<file path="src/bsfr_pkg.sv">
// ----------------------------------------------------------------------------
// bsfr_pkg
// Shared types and constants for the byte-stuffed frame receiver.
// ----------------------------------------------------------------------------
package bsfr_pkg;

  localparam int PAYLOAD_DEPTH = 64;
  localparam int ADDR_W        = $clog2(PAYLOAD_DEPTH);
  localparam int CNT_W         = $clog2(PAYLOAD_DEPTH + 1);

  localparam int BYTE_W   = 8;
  localparam int MAXP_W   = 7;
  localparam int CFG_W    = 8;
  localparam int CFG_IDX_W = 2;

  localparam logic [BYTE_W-1:0] XOR_MASK = 8'h20;

  // Configuration register indexes
  localparam logic [CFG_IDX_W-1:0] CFG_FLAG_VALUE   = 2'd0;
  localparam logic [CFG_IDX_W-1:0] CFG_ESCAPE_VALUE = 2'd1;
  localparam logic [CFG_IDX_W-1:0] CFG_MAX_PAYLOAD  = 2'd2;

  localparam logic [BYTE_W-1:0] FLAG_RST   = 8'd126;
  localparam logic [BYTE_W-1:0] ESCAPE_RST = 8'd125;
  localparam logic [MAXP_W-1:0] MAXP_RST   = 7'd64;

  typedef struct packed {
    logic [BYTE_W-1:0] flag_value;
    logic [BYTE_W-1:0] escape_value;
    logic [MAXP_W-1:0] max_payload;
  } cfg_t;

  typedef struct packed {
    logic              we;
    logic [ADDR_W-1:0] waddr;
    logic [BYTE_W-1:0] wdata;
    logic              re;
    logic [ADDR_W-1:0] raddr;
  } ram_req_t;

endpackage

</file>
<file path="src/byte_stuffed_frame_receiver_unit.sv">
// ----------------------------------------------------------------------------
// byte_stuffed_frame_receiver_unit
// Byte-stuffed frame receiver: flag-delimited frames, escape unstuffing,
// payload buffered in RAM and replayed on the closing flag.
// ----------------------------------------------------------------------------
//  channel | direction | handshake           | payload
//  in      | input     | in_valid / in_stall | in_rx_byte[7:0]
//  out     | output    | out_valid/out_stall | out_payload_byte[7:0], out_frame_last
//  cfg     | input     | cfg_we              | cfg_index[1:0], cfg_wdata[7:0]
//
//  A non-closing byte is taken without a stall while the unit is receiving.
//  The closing flag of a non-empty frame stalls the input while its N payload
//  bytes are replayed, plus any output stall: each byte passes a RAM read and a load state.
//  Reset (synchronous, rst_n low) goes idle; the buffer is not cleared.
//  The output register lets an input byte be taken while a result waits.
// ----------------------------------------------------------------------------
module byte_stuffed_frame_receiver_unit
  import bsfr_pkg::*;
(
  input  logic                 clk,
  input  logic                 rst_n,
  input  logic                 cfg_we,
  input  logic [CFG_IDX_W-1:0] cfg_index,
  input  logic [CFG_W-1:0]     cfg_wdata,
  input  logic                 in_valid,
  output logic                 in_stall,
  input  logic [BYTE_W-1:0]    in_rx_byte,
  output logic                 out_valid,
  input  logic                 out_stall,
  output logic [BYTE_W-1:0]    out_payload_byte,
  output logic                 out_frame_last
);

  cfg_t              cfg_r;
  ram_req_t          ram_req;
  logic [BYTE_W-1:0] ram_rd_data;

  always_ff @(posedge clk) begin
    if (!rst_n) begin
      cfg_r.flag_value   <= FLAG_RST;
      cfg_r.escape_value <= ESCAPE_RST;
      cfg_r.max_payload  <= MAXP_RST;
    end else if (cfg_we) begin
      priority case (cfg_index)
        CFG_FLAG_VALUE:   cfg_r.flag_value   <= cfg_wdata[BYTE_W-1:0];
        CFG_ESCAPE_VALUE: cfg_r.escape_value <= cfg_wdata[BYTE_W-1:0];
        CFG_MAX_PAYLOAD:  cfg_r.max_payload  <= cfg_wdata[MAXP_W-1:0];
        default: ;
      endcase
    end
  end

  bsfr_rx_ctrl u_ctrl (
    .clk              (clk),
    .rst_n            (rst_n),
    .cfg              (cfg_r),
    .in_valid         (in_valid),
    .in_stall         (in_stall),
    .in_rx_byte       (in_rx_byte),
    .ram_req          (ram_req),
    .ram_rd_data      (ram_rd_data),
    .out_valid        (out_valid),
    .out_stall        (out_stall),
    .out_payload_byte (out_payload_byte),
    .out_frame_last   (out_frame_last)
  );

  bsfr_payload_ram u_ram (
    .clk     (clk),
    .req     (ram_req),
    .rd_data (ram_rd_data)
  );

endmodule

</file>
<file path="src/bsfr_payload_ram.sv">
// ----------------------------------------------------------------------------
// bsfr_payload_ram
// Payload buffer: one write port, one read port, registered read data.
// ----------------------------------------------------------------------------
module bsfr_payload_ram
  import bsfr_pkg::*;
(
  input  logic              clk,
  input  ram_req_t          req,
  output logic [BYTE_W-1:0] rd_data
);

  logic [BYTE_W-1:0] mem [PAYLOAD_DEPTH];
  logic [BYTE_W-1:0] rd_data_r;

  always_ff @(posedge clk) begin
    if (req.we) begin
      mem[req.waddr] <= req.wdata;
    end
  end

  // read data holds until the next read
  always_ff @(posedge clk) begin
    if (req.re) begin
      rd_data_r <= mem[req.raddr];
    end
  end

  assign rd_data = rd_data_r;

endmodule

</file>
<file path="src/bsfr_rx_ctrl.sv">
// ----------------------------------------------------------------------------
// bsfr_rx_ctrl
// Deframing control: unescapes and buffers payload bytes, replays a closed
// frame from the buffer into the output register.
// ----------------------------------------------------------------------------
module bsfr_rx_ctrl
  import bsfr_pkg::*;
(
  input  logic              clk,
  input  logic              rst_n,
  input  cfg_t              cfg,
  input  logic              in_valid,
  output logic              in_stall,
  input  logic [BYTE_W-1:0] in_rx_byte,
  output ram_req_t          ram_req,
  input  logic [BYTE_W-1:0] ram_rd_data,
  output logic              out_valid,
  input  logic              out_stall,
  output logic [BYTE_W-1:0] out_payload_byte,
  output logic              out_frame_last
);

  typedef enum logic [1:0] {
    ST_RX,
    ST_READ,
    ST_LOAD
  } state_t;

  state_t            state_r;
  logic              in_frame_r;
  logic              esc_pend_r;
  logic [CNT_W-1:0]  count_r;
  logic [ADDR_W-1:0] rd_idx_r;
  logic [ADDR_W-1:0] last_idx_r;
  logic              out_valid_r;
  logic [BYTE_W-1:0] out_byte_r;
  logic              out_last_r;

  logic              acc;
  logic              is_flag;
  logic              is_esc;
  logic              at_limit;
  logic              do_store;
  logic              out_free;
  logic [BYTE_W-1:0] data_byte;

  assign in_stall  = (state_r != ST_RX);
  assign acc       = in_valid && (state_r == ST_RX);
  assign is_flag   = (in_rx_byte == cfg.flag_value);
  assign is_esc    = (in_rx_byte == cfg.escape_value);
  assign data_byte = esc_pend_r ? (in_rx_byte ^ XOR_MASK) : in_rx_byte;
  assign at_limit  = (MAXP_W'(count_r) >= cfg.max_payload) ||
                     (count_r >= CNT_W'(PAYLOAD_DEPTH));
  assign do_store  = acc && !is_flag && in_frame_r && !is_esc && !at_limit;
  assign out_free  = !out_valid_r || !out_stall;

  // Writes happen only while receiving and reads only during replay,
  // so the two ports never touch the same entry in the same cycle.
  always_comb begin
    ram_req.we    = do_store;
    ram_req.waddr = count_r[ADDR_W-1:0];
    ram_req.wdata = data_byte;
    ram_req.re    = (state_r == ST_READ);
    ram_req.raddr = rd_idx_r;
  end

  always_ff @(posedge clk) begin
    if (!rst_n) begin
      state_r     <= ST_RX;
      in_frame_r  <= 1'b0;
      esc_pend_r  <= 1'b0;
      count_r     <= '0;
      rd_idx_r    <= '0;
      last_idx_r  <= '0;
      out_valid_r <= 1'b0;
    end else begin
      // ST_LOAD handles the output register itself
      if (out_valid_r && !out_stall && (state_r != ST_LOAD)) begin
        out_valid_r <= 1'b0;
      end
      unique case (state_r)
        ST_RX: begin
          if (acc) begin
            if (is_flag) begin
              count_r    <= '0;
              esc_pend_r <= 1'b0;
              if (in_frame_r && (count_r != '0)) begin
                in_frame_r <= 1'b0;
                rd_idx_r   <= '0;
                last_idx_r <= ADDR_W'(count_r - CNT_W'(1));
                state_r    <= ST_READ;
              end else begin
                in_frame_r <= 1'b1;
              end
            end else if (in_frame_r) begin
              if (is_esc) begin
                esc_pend_r <= 1'b1;
              end else begin
                esc_pend_r <= 1'b0;
                if (at_limit) begin
                  // overflow: drop the frame
                  in_frame_r <= 1'b0;
                  count_r    <= '0;
                end else begin
                  count_r <= count_r + CNT_W'(1);
                end
              end
            end
          end
        end
        ST_READ: begin
          state_r <= ST_LOAD;
        end
        ST_LOAD: begin
          if (out_free) begin
            out_valid_r <= 1'b1;
            out_byte_r  <= ram_rd_data;
            out_last_r  <= (rd_idx_r == last_idx_r);
            if (rd_idx_r == last_idx_r) begin
              state_r <= ST_RX;
            end else begin
              rd_idx_r <= rd_idx_r + ADDR_W'(1);
              state_r  <= ST_READ;
            end
          end
        end
        default: begin
          state_r <= ST_RX;
        end
      endcase
    end
  end

  assign out_valid        = out_valid_r;
  assign out_payload_byte = out_byte_r;
  assign out_frame_last   = out_last_r;

endmodule
</file>
<file path="config.mk">
export PLATFORM = sky130hd
export DESIGN_NAME = byte_stuffed_frame_receiver_unit
export DESIGN_NICKNAME = d
export VERILOG_FILES = /design/src/bsfr_pkg.sv /design/src/byte_stuffed_frame_receiver_unit.sv /design/src/bsfr_payload_ram.sv /design/src/bsfr_rx_ctrl.sv
export SDC_FILE = /design/constraint.sdc
export NUM_CORES = 1
export LEC_CHECK = 0
export BUFFER_PORTS_ARGS = -buffer_cell sky130_fd_sc_hd__buf_4
export CAP_MARGIN = 40
export CORE_ASPECT_RATIO = 0.75
export CORE_MARGIN = 2
export CORE_UTILIZATION = 40
export DETAILED_ROUTE_END_ITERATION = 8
export PLACE_DENSITY = 0.52
export SYNTH_ARGS = -nofsm -noshare
export SYNTH_HDL_FRONTEND = slang
export SYNTH_SLANG_ARGS = --single-unit
</file>
<file path="constraint.sdc">
create_clock -name clk -period 4.05 [get_ports clk]
set_input_delay 0.81 -clock clk [delete_from_list [all_inputs] [get_ports clk]]
set_output_delay 0.81 -clock clk [all_outputs]
set_load 0.005 [all_outputs]
</file>
**Word level (Yosys, flattened, before mapping)**

Memory sizes are Yosys's and may differ from the RTL's. A register that Yosys moved wholly into a read port is not among the register bits.
Index checks and enable logic that the tools add are counted.

- Mux-type cells: 30
- Reductions and logical operators: 31
- Equal/unequal tests: 14
- Order comparisons: 2
- Bitwise logic cells: 1
- Add/sub/neg operators: 3

Operators with widths:

| kind | count |
|---|---|
| $mux 6 | 6 |
| $mux 7 | 4 |
| $eq 8x8->1 | 2 |
| $mux 1 | 14 |
| $pmux 6 s2 | 1 |
| $reduce_and 4->1 | 3 |
| $logic_and 1x1->1 | 8 |
| $mux 2 | 4 |
| $ne 2x1->1 const B | 4 |
| $reduce_and 2->1 | 4 |
| $add 7x1->7 const B | 1 |
| $ge 7x7->1 | 1 |
| $ge 7x7->1 const B | 1 |
| $reduce_bool 7->1 | 1 |
| $add 6x1->6 const B | 1 |
| $eq 6x6->1 | 1 |
| $ne 2x2->1 const B | 3 |
| $pmux 2 s3 | 1 |
| $reduce_and 3->1 | 2 |
| $reduce_and 6->1 | 1 |
| $reduce_bool 2->1 | 3 |
| $sub 6x1->6 const B | 1 |
| $logic_not 1->1 | 5 |
| $eq 2x1->1 const B | 2 |
| other kinds (4) | 7 |

- Bits in writable memories: 512
- Output and inout port bits: 11
- Bits in registers: 56
- Bits of input ports: 23
- Memories kept: 1

Memories:

| name | words | bits a word | read ports | clocked after memory_dff | write ports | line | source |
|---|---|---|---|---|---|---|---|
| u_ram.mem | 64 | 8 | 1 | 1 | 1 | bsfr_payload_ram.sv:13 | `logic [BYTE_W-1:0] mem [PAYLOAD_DEPTH];` |

**Longest topological paths before layout**

Gate-level depths: netlist of run 1.

- Depth in word-level cells: 8
- Gate-level depth with buffers: 9

**Cells and area by module**

Synthesis of run 1 repeated with hierarchy kept, for this count alone.

- Cell total of the unflattened synthesis: 1258
- Area, all modules: 23234.8 µm²

Modules (own cells, without submodules):

| module | cells an instance | area an instance (µm²) | instances | sequential area each (µm²) |
|---|---|---|---|---|
| bsfr_payload_ram | 940 | 20246.9 | 1 | 15615.0 |
| bsfr_rx_ctrl | 225 | 2043.2 | 1 | 750.7 |
| byte_stuffed_frame_receiver_unit | 93 | 944.7 | 1 | 460.4 |

**Worst setup path after synthesis of run 1**

OpenSTA, ideal clock, no wires.

- Kind: input to register
- Start: in in_valid
- End: mem u_ram.mem[33][0], enable pin
- Stages on the path: 8
- Arrival: 2775 ps
- Data required time: 3667 ps
- Slack: 892 ps
- Library setup time: 383 ps
- Path through: or3b_1 > clkbuf_1 > nor2_2 > o21a_1 > buf_2 > nand4_2 > clkbuf_1 > nor3_1

- Cells in the longest elaborated chain, start to end: 7

Ends and longest elaborated chain:

| what | line | source |
|---|---|---|
| from (decl) | byte_stuffed_frame_receiver_unit.sv:25 | `input logic in_valid,` |
| $logic_and 1x1->1 | bsfr_rx_ctrl.sv:48 | `assign acc = in_valid && (state_r == ST_RX);` |
| $logic_and 1x1->1 (4 in series) | bsfr_rx_ctrl.sv:54 | `assign do_store = acc && !is_flag && in_frame_r && !is_esc && !at_limit;` |
| $mux 1 | bsfr_payload_ram.sv:17 | `if (req.we) begin` |
| $mux 1 (not written as such) | bsfr_payload_ram.sv:18 | `mem[req.waddr] <= req.wdata;` |
| to (decl) | bsfr_payload_ram.sv:13 |  |

No other way between the ends.

==> results of run 1 <==
==> worst paths after layout <==
kind	from	to	slack (ps)
max	u_ctrl.rd_idx_r[0]	u_ram.rd_data[0]	880
max reg2reg	u_ctrl.rd_idx_r[0]	u_ram.rd_data[0]	880
min	u_ram.rd_data[0]	u_ctrl.out_payload_byte[0]	420
min reg2reg	u_ram.rd_data[0]	u_ctrl.out_payload_byte[0]	420
==> cells by family after synthesis <==
logic type | count (synthesis) | synth area share, %
simple gates | 243 | 5.14
buf+inv | 97 | 1.89
xor+xnor | 27 | 1.03
fa+ha+maj | 11 | 0.600
compound gates | 136 | 4.18
mux | 179 | 13.8
flops | 576 | 73.4
==> per-layer routing <==
layer / part of all wire (%) / vias to the layer above
li1: - / 5406
met1: 47 / 6580
met2: 41 / 517
met3: 9.7 / 77
met4: 1.7 / 2
met5: 0.013 / -
==> cell type report <==
type	instances	area [sq um]	area share [%]
repair buffers	163	1290	4.85
inverters	12	45.0	0.169
multi-input cells	596	5690	21.3
well taps	731	915	3.43
clock inverters	32	432	1.62
flip-flops and latches	576	16800	63.2
clock buffers	67	1440	5.41
==> report_power, final <==
part,leakage [uW],internal [uW],switching [uW]
logic,0.00240,68.3,211
registers,0.00513,6490,13.4
clock network,0.000913,3220,2190
total,0.00845,9780,2410
==> synth_stat cells, drive strengths merged, types with 2 or more instances <==
cell type / number
a211o: 2
nand2b: 5
mux4: 109
nand4: 9
nand3b: 3
or2: 6
o211ai: 5
a31oi: 3
dfxtp: 47
or3: 4
a21o: 5
or3b: 3
a22oi: 11
clkbuf: 43
edfxtp: 529
a311oi: 2
o21ai: 12
nor4: 4
o2111ai: 2
inv: 11
mux2i: 68
nand3: 33
buf: 42
o221ai: 10
xor2: 10
a2111oi: 5
nor2: 37
a21oi: 30
nand2: 65
a211oi: 19
o22ai: 10
nor3: 61
a22o: 12
nand4b: 2
mux2: 2
ha: 11
nor2b: 7
xnor2: 17
a2111o: 3
==> worst register-to-register path, cell delays in order (launching register included) <==
cell                       delay (ps)
sky130_fd_sc_hd__dfxtp_4          760
sky130_fd_sc_hd__buf_4            440
sky130_fd_sc_hd__buf_4            370
sky130_fd_sc_hd__mux4_2           560
sky130_fd_sc_hd__a211oi_1         540
sky130_fd_sc_hd__nor4_1           210
==> through the flow <==
stage          area, sq um  utilization (%)  power [uW]
2_1_floorplan        22900                -        6730
3_3_place_gp         24700             43.9        6910
3_5_place_dp         24800             44.0        6910
4_1_cts              26600             47.3       12300
5_1_grt              26600             47.3       12500
6_report             26600             47.3       12200
==> flip-flops by register name (all words and copies together), names as in the netlist <==
register	cells
u_ctrl.rd_idx_r	6
u_ctrl.out_payload_byte	8
u_ctrl.last_idx_r	6
cfg_r	23
u_ctrl.out_frame_last	1
u_ram.rd_data	8
u_ctrl.in_frame_r	1
u_ctrl.esc_pend_r	1
u_ram.mem	512
u_ctrl.out_valid	1
u_ctrl.state_r	2
u_ctrl.count_r	7
==> results.txt, run 1 <==
----------------------------------------------------
[Global routing]
  Global-route wire length before repair ... 90.7 mm
  Largest net degree at the start of global routing ... 65
  Via count of the first global-routing pass ... 12300
  GRT Residual Overflow ... 0
  Grt met2 use ... 29.2%
  Number of antenna violations at the first check in global routing ... 4
  Global router's overall resource usage ... 21.6%
  Gr busiest metal ... met1
  Met3 track utilization from global routing ... 6.61%
  Met1 usage ... 34.0%

[Timing]
  Rel. slew slack ... 38.8%
  Number of hold violations in the final report ... 0
  Unrepaired setup endpoints after global routing ... false
  Highest clock frequency the design can meet ... 315 MHz
  Part of the cycle the worst path needs ... 78.3%
  Setup TNS ... 0 ps
  Fin crit period ... 3170 ps
  Worst hold slack across all endpoints ... 417 ps
  Worst slew pin tran ... 916 ps
  Setup-violating endpoint count in the final report ... 0
  Worst clock skew ... 24.2 ps
  Post-route setup slack ... 879 ps
  Max Slew Vio Count ... 0

[Clock network]
  Longest Clk Path Bufs ... 3
  Clock tree sinks ... 576
  CTS tree ... built
  Hold-fix buffer count after cts ... 0
  Setup bufs post-CTS ... 0
  Insertion delay of the later-clocked pin in the worst-skew pair ... 610 ps
  CTS buffer count ... 55
  H-Tree Level Count ... 2
  Clock tree root driver cell ... sky130_fd_sc_hd__clkbuf_16
  Post_cts resized ... 0
  Clock-pin transition on the worst setup and hold timing paths ... 60 ps

[Cells and area]
  Net count of the finished layout ... 1438
  Total inserted antenna cells ... 0
  Post-route non-filler standard cell count ... 2177
  Number of filler cells placed in the layout ... 4734
  Proportion of layout cells with a drive suffix above 1 ... 25.2%
  Post-synthesis to final-layout area growth ... 16.2%
  Leading cell type in the layout, fill and taps excluded ... sky130_fd_sc_hd__edfxtp_1
  Most frequent cells in the layout ... sky130_fd_sc_hd__edfxtp_1 (529), sky130_fd_sc_hd__buf_4 (155), sky130_fd_sc_hd__mux4_2 (109)

[Floorplanning]
  Die ar. ... 0.0593 sq mm
  Initial core utilization ... 40.7%
  Standard-cell row count ... 75
  I/O pin count ... 34
  Die width ... 280 microns
  Core Footprint ... 0.0563 sq mm
  Die span in y ... 211 microns

[Power and ir drop]
  Cell Pwr Density ... 457 mW/mm^2
  Worst IR drop on VDD ... 0.000346 V
  Leakage ... 0.00845 uW

[Synthesis]
  Number of storage elements in the synthesis netlist ... 576
  Post-synthesis cell area ... 0.0229 sq mm
  Syn Nets ... 1303
  Share of async-settable or async-resettable flops after synthesis ... 0%
  Cell types with the largest area share after synthesis ... sky130_fd_sc_hd__edfxtp_1 (69%), sky130_fd_sc_hd__mux4_2 (11%), sky130_fd_sc_hd__dfxtp_1 (4.1%)
  Share of the yosys chip area belonging to registers ... 73.4%
  Yosys top cell area share ... 69.3%
  Count of yosys warnings during synthesis ... 0
  Number of cells produced by synthesis ... 1269
  Number of enable-type register cells in the synthesized netlist ... 529
  Area leader, netlist ... sky130_fd_sc_hd__edfxtp_1
  Avg Cell Area, Syn ... 18.1 sq um
  Count of unique library cells instantiated by Yosys ... 58
  Predominant post-synthesis flop cell ... sky130_fd_sc_hd__edfxtp_1

[Routing]
  Count of antenna-violating nets left after detailed routing ... 0
  Vias post-DR ... 12600
  Number of vias per cell ... 5.78
  Pre-Repair DR Iteration Count ... 5
  Final wirelength ... 62.6 mm
  Number of DRC markers in iteration 0 ... 1408
  Drt drc ... 0
  Routed length per instance ... 28.8 microns

[Critical path]
  Count of buffer and inverter cells on the critical path ... 2
  Crit start category ... register
  Cell family with most CP delay ... buffers and inverters
  Category of the most critical setup path ... reg2reg
  Instance count on the critical path ... 5
  Ordered list of cells on the worst path ... buf_4 -> buf_4 -> mux4_2 -> a211oi_1 -> nor4_1
  Cells on worst reg2reg path ... 5
  Critical Path Most Common Cell ... sky130_fd_sc_hd__buf_4
  Endpoint kind of the worst setup timing path ... register
  Worst-path maximum fanout ... 29
  Worst path required time ... 4350 ps
  Critical-path top delay cell ... sky130_fd_sc_hd__dfxtp_4
  Worst Path Arrival ... 3470 ps
  Delay of the slowest cell on the worst path ... 760 ps

[Flow run]
  Max-capacitance violation count ... 0

[Place]
  Placed Cells incl. Taps ... 2078
  Routability congestion estimate ... 0.863
  HPWL reported at the end of detailed placement ... 40.9 mm
  Number of buffer cells added on primary ports ... 33
  Minimum setup slack after placement ... 550 ps

[Min path]
  Hold Path Cell Cnt ... 0
  Type of the worst min-delay path ... reg2reg

[Run status]
  Status ... finished clean

----------------------------------------------------
Note: power is estimated with default switching activity, not from simulation.
==> run 2, diff against run 1 <==
==> constraint.sdc (replaced) <==
create_clock -name clk -period 3.1 [get_ports clk]
set_input_delay 0.62 -clock clk [delete_from_list [all_inputs] [get_ports clk]]
set_output_delay 0.62 -clock clk [all_outputs]
set_load 0.005 [all_outputs]
==> run 2 against run 1 <==
Compared with the run above:
- via count increased by 2.2%
- flip-flop and latch count unchanged
- combinational power increased by 33%
- die area unchanged
- first-iteration DRC count unchanged
- setup slack got worse by 720 ps
- global-route usage increased by 0.41 points
- hold slack got worse by 160 ps
==> results.txt, run 2 (synthesized netlist as in run 1, its figures left out) <==
----------------------------------------------------
[Run status]
  Status ... finished clean

[Place]
  Number of buffer cells added on primary ports ... 33
  Routability congestion estimate ... 0.883
  HPWL reported at the end of detailed placement ... 42.9 mm
  Minimum setup slack after placement ... -97.6 ps

[Cells and area]
  Proportion of layout cells with a drive suffix above 1 ... 28.5%
  Total inserted antenna cells ... 0
  Leading cell type in the layout, fill and taps excluded ... sky130_fd_sc_hd__edfxtp_1
  Reg with most FFs ... u_ram.mem
  Largest regs ... u_ram.mem: 512 flops, cfg_r: 23 flops
  Number of filler cells placed in the layout ... 4784
  Max FFs per register ... 512
  Most frequent cells in the layout ... sky130_fd_sc_hd__edfxtp_1 (529), sky130_fd_sc_hd__buf_4 (211), sky130_fd_sc_hd__mux4_2 (109)
  Post-synthesis to final-layout area growth ... 17.3%
  Net count of the finished layout ... 1499

[Clock network]
  Clock tree sinks ... 576
  Longest Clk Path Bufs ... 3
  Insertion delay of the later-clocked pin in the worst-skew pair ... 610 ps
  CTS tree ... built
  H-Tree Level Count ... 2
  Clock-pin transition on the worst setup and hold timing paths ... 70 ps
  CTS buffer count ... 54
  Clock tree root driver cell ... sky130_fd_sc_hd__clkbuf_16
  Hold-fix buffer count after cts ... 0

[Floorplanning]
  Die width ... 280 microns
  Core Footprint ... 0.0563 sq mm
  Die span in y ... 211 microns
  Die ar. ... 0.0593 sq mm
  I/O pin count ... 34
  Standard-cell row count ... 75
  Initial core utilization ... 40.7%

[Routing]
  Number of DRC markers in iteration 0 ... 1408
  Number of vias per cell ... 5.74
  Routed length per instance ... 28.9 microns
  Final wirelength ... 64.7 mm
  Count of antenna-violating nets left after detailed routing ... 0
  Drt drc ... 0
  Pre-Repair DR Iteration Count ... 6
  Vias post-DR ... 12900

[Power and ir drop]
  Cell Pwr Density ... 560 mW/mm^2
  Psw ... 3170 uW
  Leakage ... 0.00863 uW
  Clock share of power ... 41.2%
  Share of total power consumed by net switching ... 21.0%
  Reg power frac ... 56.3%
  Overall power of the completed layout ... 15100 uW
  Part of the power in combinational logic ... 2.5%
  Worst IR drop on VDD ... 0.000513 V
  Internal power component ... 11900 uW

[Global routing]
  GRT Residual Overflow ... 0
  Number of antenna violations at the first check in global routing ... 0
  Largest net degree at the start of global routing ... 65
  Global router's overall resource usage ... 22.0%
  Global-route wire length before repair ... 91.7 mm
  Via count of the first global-routing pass ... 12500

[Critical path]
  Critical Path Most Common Cell ... sky130_fd_sc_hd__buf_4
  Critical register-to-register path endpoint ... u_ram.rd_data[2]
  Worst path required time ... 3450 ps
  Launch point of the worst reg-to-reg path ... u_ctrl.rd_idx_r[0]
  Cell family with most CP delay ... compound AO/OA/AOI/OAI gates
  Ordered list of cells on the worst path ... buf_4 -> mux4_2 -> a2111oi_1 -> buf_4 -> a211oi_1 -> a21o_1
  Flop2flop setup slack ... 160 ps
  Endpoint kind of the worst setup timing path ... register
  Cells on worst reg2reg path ... 6
  Worst-path maximum fanout ... 14
  Critical-path top delay cell ... sky130_fd_sc_hd__a2111oi_1
  Category of the most critical setup path ... reg2reg
  Worst Path Arrival ... 3290 ps
  Count of buffer and inverter cells on the critical path ... 2
  Crit start category ... register
  Delay of the slowest cell on the worst path ... 710 ps

[Timing]
  Setup-violating endpoint count in the final report ... 0
  Max Slew Vio Count ... 0
  Post-route setup slack ... 159 ps
  Worst clock skew ... 20.1 ps
  Setup TNS ... 0 ps
  Rel. slew slack ... 40.3%
  Highest clock frequency the design can meet ... 340 MHz
  Fin crit period ... 2940 ps
  Worst hold slack across all endpoints ... 258 ps
  Unrepaired setup endpoints after global routing ... false
  Part of the cycle the worst path needs ... 94.9%
  Worst slew pin tran ... 895 ps
  Number of hold violations in the final report ... 0

[Min path]
  Source of the worst hold timing path ... cfg_wdata[6]
  Hold Path Cell Cnt ... 3
  Type of the worst min-delay path ... in2reg
  Hold-critical path endpoint ... cfg_r[13]

[Flow run]
  Max-capacitance violation count ... 0

----------------------------------------------------
[run 2: worst max path at each step]
stage	from	endpoint	slack, ps	cells past startpoint
after floorplan	in_valid	u_ram.mem[33][0]	130	8
after global placement	u_ctrl.rd_idx_r[0]	u_ram.rd_data[2]	-60	6
after detailed placement	u_ctrl.rd_idx_r[0]	u_ram.rd_data[2]	-100	6
after CTS	cfg_r[2]	u_ram.mem[46][4]	20	11
after global routing	cfg_r[6]	u_ram.mem[31][4]	10	11
final	u_ctrl.rd_idx_r[0]	u_ram.rd_data[2]	160	6
[run 2: layout make-up]
cell class                      count  area [sq um]  share of cell area (%)
Sequential cell                   576         16800                    62.6
Timing Repair Buffer              225          1770                    6.59
Clock buffer                       67          1420                    5.28
Tap cell                          731           915                    3.40
Clock inverter                     31           176                   0.656
Inverter                           12          45.0                   0.167
Multi-Input combinational cell    596          5740                    21.3
[run 2: power by group through the flow]
| stage | sequential (uW) | combinational [uW] | clock (uW) |
|---|---|---|---|
| after floorplan | 8660 | 129 | 0 |
| after global placement | 8660 | 364 | 0 |
| after detailed placement | 8660 | 368 | 0 |
| after CTS | 8490 | 368 | 6340 |
| after global routing | 8480 | 399 | 6660 |
| final | 8490 | 372 | 6210 |
[run 2: metal layers]
metal	up-vias	wire (microns)	global-route usage, %
met1	6720	30500	34.4
met4	0	1220	5.83
li1	5522	-	-
met2	532	27000	30.2
met5	-	0	0
met3	79	5930	5.90
[run 2: what timing repair did]
item	CTS	global route
endpoints found under the setup margin	5	41
setup buffers	0	1
hold endpoints to repair	0	0
gates resized for setup	2	10
[run 2: worst reg2reg max path: stages (launching register included)]
cell and delay, ps:
sky130_fd_sc_hd__dfxtp_4 660, sky130_fd_sc_hd__buf_4 300, sky130_fd_sc_hd__mux4_2 560, sky130_fd_sc_hd__a2111oi_1 710, sky130_fd_sc_hd__buf_4 220, sky130_fd_sc_hd__a211oi_1 40, sky130_fd_sc_hd__a21o_1 190
[run 2: stage by stage]
stage	utilization (%)	area (sq um)	cells
after global placement	44.7	25200	2131
after CTS	47.7	26800	2236
final	47.8	26900	2238
after global routing	47.8	26900	2238
after detailed placement	44.8	25200	2138
after floorplan	-	22900	1269
